### src/sv/dtr_pkg.sv
// ---------------------------------------------------------------------------
// dtr_pkg
// Types, constants and the control store for the divider timer sequencer.
// ---------------------------------------------------------------------------
package dtr_pkg;

    // bus map of the timer registers
    localparam logic [15:0] ADDR_DIV  = 16'hFF04;
    localparam logic [15:0] ADDR_TIMA = 16'hFF05;
    localparam logic [15:0] ADDR_TMA  = 16'hFF06;
    localparam logic [15:0] ADDR_TAC  = 16'hFF07;

    localparam logic [7:0] TAC_READ_MASK = 8'hF8;
    localparam logic [7:0] UNMAPPED_BYTE = 8'hFF;
    localparam logic [7:0] COUNTER_MAX   = 8'hFF;

    // opcodes of an input item
    localparam logic [1:0] OP_TICK  = 2'd0;
    localparam logic [1:0] OP_READ  = 2'd1;
    localparam logic [1:0] OP_WRITE = 2'd2;

    localparam int unsigned PC_W   = 3;
    localparam int unsigned TICK_W = 10;  // width of the remaining clock tick count

    typedef logic [PC_W-1:0] t_pc;

    // program steps
    localparam t_pc PC_FETCH = 3'd0;
    localparam t_pc PC_TICK  = 3'd1;
    localparam t_pc PC_READ  = 3'd2;
    localparam t_pc PC_WRITE = 3'd3;
    localparam t_pc PC_DONE  = 3'd4;

    // jump conditions
    typedef logic [1:0] t_cond;
    localparam t_cond COND_ALWAYS   = 2'd0;
    localparam t_cond COND_DISPATCH = 2'd1;
    localparam t_cond COND_LAST     = 2'd2;
    localparam t_cond COND_OUT_FREE = 2'd3;

    typedef struct packed {
        logic  accept;   // take an input transfer
        logic  tick;     // advance one clock tick
        logic  rd;       // bus read into result
        logic  wr;       // bus write
        logic  emit;     // load result into output register
        t_cond cond;
        t_pc   target;   // taken when cond holds, unless cond is dispatch
        t_pc   next_pc;  // taken otherwise
    } t_uop;

    function automatic t_uop uop_rom(input t_pc pc);
        t_uop u;
        u = '0;
        case (pc)
            PC_FETCH: begin
                u.accept  = 1'b1;
                u.cond    = COND_DISPATCH;
                u.target  = PC_DONE;
                u.next_pc = PC_FETCH;
            end
            PC_TICK: begin
                u.tick    = 1'b1;
                u.cond    = COND_LAST;
                u.target  = PC_DONE;
                u.next_pc = PC_TICK;
            end
            PC_READ: begin
                u.rd      = 1'b1;
                u.cond    = COND_ALWAYS;
                u.target  = PC_DONE;
                u.next_pc = PC_DONE;
            end
            PC_WRITE: begin
                u.wr      = 1'b1;
                u.cond    = COND_ALWAYS;
                u.target  = PC_DONE;
                u.next_pc = PC_DONE;
            end
            PC_DONE: begin
                u.emit    = 1'b1;
                u.cond    = COND_OUT_FREE;
                u.target  = PC_FETCH;
                u.next_pc = PC_DONE;
            end
            default: begin
                u.cond    = COND_ALWAYS;
                u.target  = PC_FETCH;
                u.next_pc = PC_FETCH;
            end
        endcase
        return u;
    endfunction

endpackage

### src/sv/divider_timer_with_reload_unit.sv
// ---------------------------------------------------------------------------
// divider_timer_with_reload_unit
// Timer peripheral: 16-bit divider, 8-bit counter with modulo reload,
// driven by a microcoded sequencer with a small control store.
// ---------------------------------------------------------------------------
// sequence: a read or write item runs its read or write step, then the done step;
//   a tick item repeats the tick step (one clock tick per cycle) until its tick
//   count runs out, then goes to done; a zero-length tick or unused opcode goes straight to done
// throughput: one item at a time; the sequencer returns to the fetch step once
//   the result is loaded into the output register
// reset: synchronous active low, clears all timer state and the sequencer
module divider_timer_with_reload_unit (
    input  logic        i_clk,
    input  logic        i_rst_n,
    input  logic        i_in_valid,
    output logic        o_in_ready,
    input  logic [1:0]  i_opcode,
    input  logic [15:0] i_address,
    input  logic [7:0]  i_write_data,
    input  logic [7:0]  i_cycle_count,
    output logic        o_out_valid,
    input  logic        i_out_ready,
    output logic [7:0]  o_read_data,
    output logic        o_interrupt_raised
);
    import dtr_pkg::*;

    t_pc               r_pc;
    t_uop              w_uop;
    logic              w_take;
    t_pc               w_dispatch;

    logic [15:0]       r_divider;
    logic [7:0]        r_counter;
    logic [7:0]        r_modulo;
    logic [2:0]        r_control;
    logic              r_prev_bit;

    logic [1:0]        r_opcode;
    logic [15:0]       r_address;
    logic [7:0]        r_write_data;
    logic [TICK_W-1:0] r_remaining;
    logic [7:0]        r_rd_data;
    logic              r_irq;
    logic              r_out_valid;

    logic [15:0]       n_divider;
    logic              w_cur_bit;
    logic              w_fall;
    logic              w_out_free;
    logic              w_cond;

    assign w_uop      = uop_rom(r_pc);
    assign o_in_ready = w_uop.accept;
    assign o_out_valid = r_out_valid;
    assign w_out_free = !r_out_valid || i_out_ready;

    // opcode dispatch, zero-length ticks and unused opcode go straight to done
    always_comb begin
        case (i_opcode)
            OP_TICK:  w_dispatch = (i_cycle_count == 8'd0) ? PC_DONE : PC_TICK;
            OP_READ:  w_dispatch = PC_READ;
            OP_WRITE: w_dispatch = PC_WRITE;
            default:  w_dispatch = PC_DONE;
        endcase
    end

    assign w_take = w_uop.accept && i_in_valid;

    always_comb begin
        case (w_uop.cond)
            COND_ALWAYS:   w_cond = 1'b1;
            COND_DISPATCH: w_cond = i_in_valid;
            COND_LAST:     w_cond = (r_remaining == TICK_W'(1));
            COND_OUT_FREE: w_cond = w_out_free;
            default:       w_cond = 1'b1;
        endcase
    end

    // one clock tick of the divider and edge detect on the watched bit
    assign n_divider = r_divider + 16'd1;
    always_comb begin
        case (r_control[1:0])
            2'd0:    w_cur_bit = n_divider[9];
            2'd1:    w_cur_bit = n_divider[3];
            2'd2:    w_cur_bit = n_divider[5];
            default: w_cur_bit = n_divider[7];
        endcase
        w_cur_bit = w_cur_bit && r_control[2];
    end
    assign w_fall = r_prev_bit && !w_cur_bit;

    always_ff @(posedge i_clk) begin
        if (!i_rst_n) begin
            r_pc        <= PC_FETCH;
            r_divider   <= '0;
            r_counter   <= '0;
            r_modulo    <= '0;
            r_control   <= '0;
            r_prev_bit  <= 1'b0;
            r_out_valid <= 1'b0;
            r_irq       <= 1'b0;
            r_rd_data   <= '0;
        end else begin
            if (w_uop.cond == COND_DISPATCH) begin
                r_pc <= w_cond ? w_dispatch : w_uop.next_pc;
            end else begin
                r_pc <= w_cond ? w_uop.target : w_uop.next_pc;
            end

            if (w_take) begin
                r_opcode     <= i_opcode;
                r_address    <= i_address;
                r_write_data <= i_write_data;
                r_remaining  <= {i_cycle_count, 2'b00};
                r_rd_data    <= '0;
                r_irq        <= 1'b0;
            end

            if (w_uop.tick) begin
                r_divider   <= n_divider;
                r_prev_bit  <= w_cur_bit;
                r_remaining <= r_remaining - TICK_W'(1);
                if (w_fall) begin
                    if (r_counter == COUNTER_MAX) begin
                        r_counter <= r_modulo;
                        r_irq     <= 1'b1;
                    end else begin
                        r_counter <= r_counter + 8'd1;
                    end
                end
            end

            if (w_uop.rd) begin
                case (r_address)
                    ADDR_DIV:  r_rd_data <= r_divider[15:8];
                    ADDR_TIMA: r_rd_data <= r_counter;
                    ADDR_TMA:  r_rd_data <= r_modulo;
                    ADDR_TAC:  r_rd_data <= {5'b0, r_control} | TAC_READ_MASK;
                    default:   r_rd_data <= UNMAPPED_BYTE;
                endcase
            end

            if (w_uop.wr) begin
                case (r_address)
                    ADDR_DIV:  r_divider <= '0;
                    ADDR_TIMA: r_counter <= r_write_data;
                    ADDR_TMA:  r_modulo  <= r_write_data;
                    ADDR_TAC:  r_control <= r_write_data[2:0];
                    default:   ;
                endcase
            end

            // output register, freed by its transfer
            if (w_uop.emit && w_out_free) begin
                r_out_valid <= 1'b1;
            end else if (i_out_ready) begin
                r_out_valid <= 1'b0;
            end
        end
    end

    // result payload, opcode only used to keep non-tick items irq-free
    always_ff @(posedge i_clk) begin
        if (w_uop.emit && w_out_free) begin
            o_read_data        <= r_rd_data;
            o_interrupt_raised <= r_irq && (r_opcode == OP_TICK);
        end
    end

endmodule
### config.mk
export PLATFORM = sky130hd
export DESIGN_NAME = divider_timer_with_reload_unit
export DESIGN_NICKNAME = d
export VERILOG_FILES = /design/src/sv/dtr_pkg.sv /design/src/sv/divider_timer_with_reload_unit.sv
export SDC_FILE = /design/constraint.sdc
export NUM_CORES = 1
export LEC_CHECK = 0
export BUFFER_PORTS_ARGS = -buffer_cell sky130_fd_sc_hd__clkbuf_2
export CAP_MARGIN = 20
export CORE_MARGIN = 2
export CORE_UTILIZATION = 49
export CTS_CLUSTER_SIZE = 14
export DETAILED_ROUTE_END_ITERATION = 10
export PLACE_DENSITY = 0.69
export SLEW_MARGIN = 40
export SYNTH_ARGS = -nofsm -noshare
export SYNTH_HDL_FRONTEND = slang
export SYNTH_SLANG_ARGS = --single-unit
### constraint.sdc
create_clock -name i_clk -period 6.9 [get_ports i_clk]
set_input_delay 1.38 -clock i_clk [delete_from_list [all_inputs] [get_ports i_clk]]
set_output_delay 1.38 -clock i_clk [all_outputs]
set_load 0.005 [all_outputs]
==> reports/qor.txt <==
Status -> finished, final reports clean
Async S/R FF share, synth -> 0%
Routability Congestion -> 0.8616
Worst vdd ir -> 0.0001322 V
Wire per inst -> 14.09 µm
Hold Vio Cnt, Final -> 0
Port-buffer cells -> 48
CTS H-tree depth -> 3
Clock Tree Buf Depth -> 2
Sequential area share after synthesis -> 54.28%
Total CTS buffers -> 9
Pin count of the biggest net entering global routing -> 28
Pwr Density -> 260.7 mW/mm²
Worst setup SP type -> register
Placeable Area -> 0.008593 mm²
Relative slew slack -> 49.71%
Critical path's top delay family -> simple AND/OR/NAND/NOR gates
Final nets -> 483
Via count -> 3022
ANT cells -> 0
Syn nets -> 438
Worst-case reg-to-reg path depth -> 6
Worst EP required -> 5520 ps
Tot Pwr -> 0.001260 W
Area Growth Syn to Fin -> 12.46%
Worst Setup End Kind -> output port
Setup TNS -> 0 ps
CTS tree -> done
Crit path depth -> 2
Grt met2 use -> 25.62%
Vias in the first global route -> 2853
Worst-margin pin slew -> 750.8 ps
Post-CTS Resized -> 0
Final max-slew violation count -> 0
WL final -> 7.790 mm
First-pass GRT wire length -> 13.19 mm
Reg2Reg Launch Point -> r_address[3]
Synth cell types -> 53
CP bufs+invs -> 1
Max Cap Violations -> 0
Yosys warnings -> 0
Worst skew pair latency -> 360 ps
Commonest non-fill, non-tap cells in the layout -> dfxtp_1 (49), clkbuf_2 (48), nor2_1 (47), edfxtp_1 (45), nand2_1 (35)
Cell count after synthesis -> 395
EDFF count, synth -> 45
CP arrival -> 1530 ps
Routed Antenna Nets -> 0
Final setup viols -> 0
Die area -> 0.009534 mm²
Final period utilization -> 42.20%
RSZ-0062 raised after global routing -> false
CP max stage cell -> nor3_1
CTS hold repair buffers -> 0
Flops & latches, synth -> 94
Die X -> 97.64 µm
Final min period -> 2912 ps
Die height -> 97.64 µm
Max stage delay on crit path -> 540 ps
Grt ovf -> 0
Crit path kind -> reg -> out
Worst hold path startpoint -> r_rd_data[7]
Top_reg_cell synth -> dfxtp_1
Post-place setup slack -> 3931 ps
Setup bufs post-CTS -> 0
Drt drc -> 0
Gr busiest metal -> met2
Mapped cell area -> 0.004297 mm²
Static Leakage -> 1.832 nW
Post-route worst setup slack -> 3988 ps
Iteration-0 DRC Markers -> 143
DR pass1 iterations -> 4
Core Util, Final -> 56.23%
Worst hold path type -> reg -> reg
Vias/cell -> 5.465
Most common cell after layout, fill and taps aside -> dfxtp_1
Initial antenna violation count -> 0
Synth Area per Inst -> 10.88 µm²
HPWL after detailed placement -> 5.695 mm
CTS Sinks -> 94
Critical Path Start -> r_pc[1]
Number of core rows -> 34
# fillers -> 760
Grt met3 use -> 3.957%
Worst Skew -> 14.68 ps
Register-to-Register Setup Slack -> 4340 ps
Starting Density -> 50.00%
Hold depth -> 0
Maximum clock rate -> 0.3434 GHz
GR met1 Demand/Resource -> 24.32%
Total GRT Usage -> 17.12%
Clock root buffer master -> clkbuf_8
Crit-path cells -> nor3_1 > clkbuf_2
Max Fanout on Critical Path -> 12
I/O Pins -> 49
Share of cells above drive strength 1 -> 19.55%
Clock-pin slew of the registers on the worst-case setup and hold paths -> 90 ps
## layer usage
layer | vias to the layer above | part of all wire [%]
met3 | 14 | 6.2
met4 | 0 | 1.7
met5 | - | 0
met1 | 1398 | 48
li1 | 1526 | -
met2 | 84 | 44
## report_power, final
group          internal (W)  leakage (nW)  total (W)  switching [W]
Clock              0.000226         0.117   0.000412       0.000185
Combinational     0.0000633         0.899   0.000158      0.0000942
Sequential         0.000652         0.815   0.000691      0.0000384
## cells by family after synthesis
| logic type | share of synthesized area [%] |
|---|---|
| and+or+nand+nor | 17.41 |
| DFF | 54.28 |
| AOI/OAI and AO/OA | 10.37 |
| muxes | 8.765 |
| buffers and inverters | 2.825 |
| xor gates and xnor gates | 4.892 |
| adders and majority gates | 1.456 |
## final cells by class
class | count | area (µm²) | area share [%]
flip-flops and latches | 94 | 2332 | 48.27
well taps | 108 | 135.1 | 2.796
clock buffers | 12 | 155.1 | 3.211
clock inverters | 4 | 77.57 | 1.605
multi-input cells | 276 | 1843 | 38.14
inverters | 9 | 33.78 | 0.6991
repair buffers | 50 | 255.2 | 5.282
## stage by stage
stage,instances,cell area (µm²),hold slack [ps]
after floorplan,395,4297,408.1
after global placement,537,4599,417.5
after detailed placement,537,4599,418.3
after CTS,553,4832,440.7
after global routing,553,4832,451.5
final,553,4832,435.6
## cells in the mapped netlist, drive strengths merged, types with 8 or more instances
cell type	count	area (µm²)
nor2	48	187.7
a21oi	22	110.1
nand3	12	60.06
xor2	12	105.1
nand2	35	131.4
clkbuf	10	37.54
a22o	8	70.07
mux2i	14	140.1
dfxtp	49	980.9
xnor2	12	105.1
inv	9	33.78
mux2	15	168.9
edfxtp	45	1351
o21ai	20	100.1
## path summary, 6_finish.rpt
kind | to
hold / removal | o_read_data[7]
setup reg to reg | r_modulo[4]
hold reg to reg | o_read_data[7]
setup / recovery | o_in_ready
## sequential cells by signal, indices dropped and copies added (netlist names)
signal,flops
r_pc,3
o_interrupt_raised,1
o_out_valid,1
o_read_data,8
r_divider,16
r_remaining,10
r_modulo,8
r_prev_bit,1
r_counter,8
r_control,3
r_address,16
r_opcode,2
r_irq,1
r_rd_data,8
r_write_data,8
No activity file was read; power rests on OpenSTA's default activity.
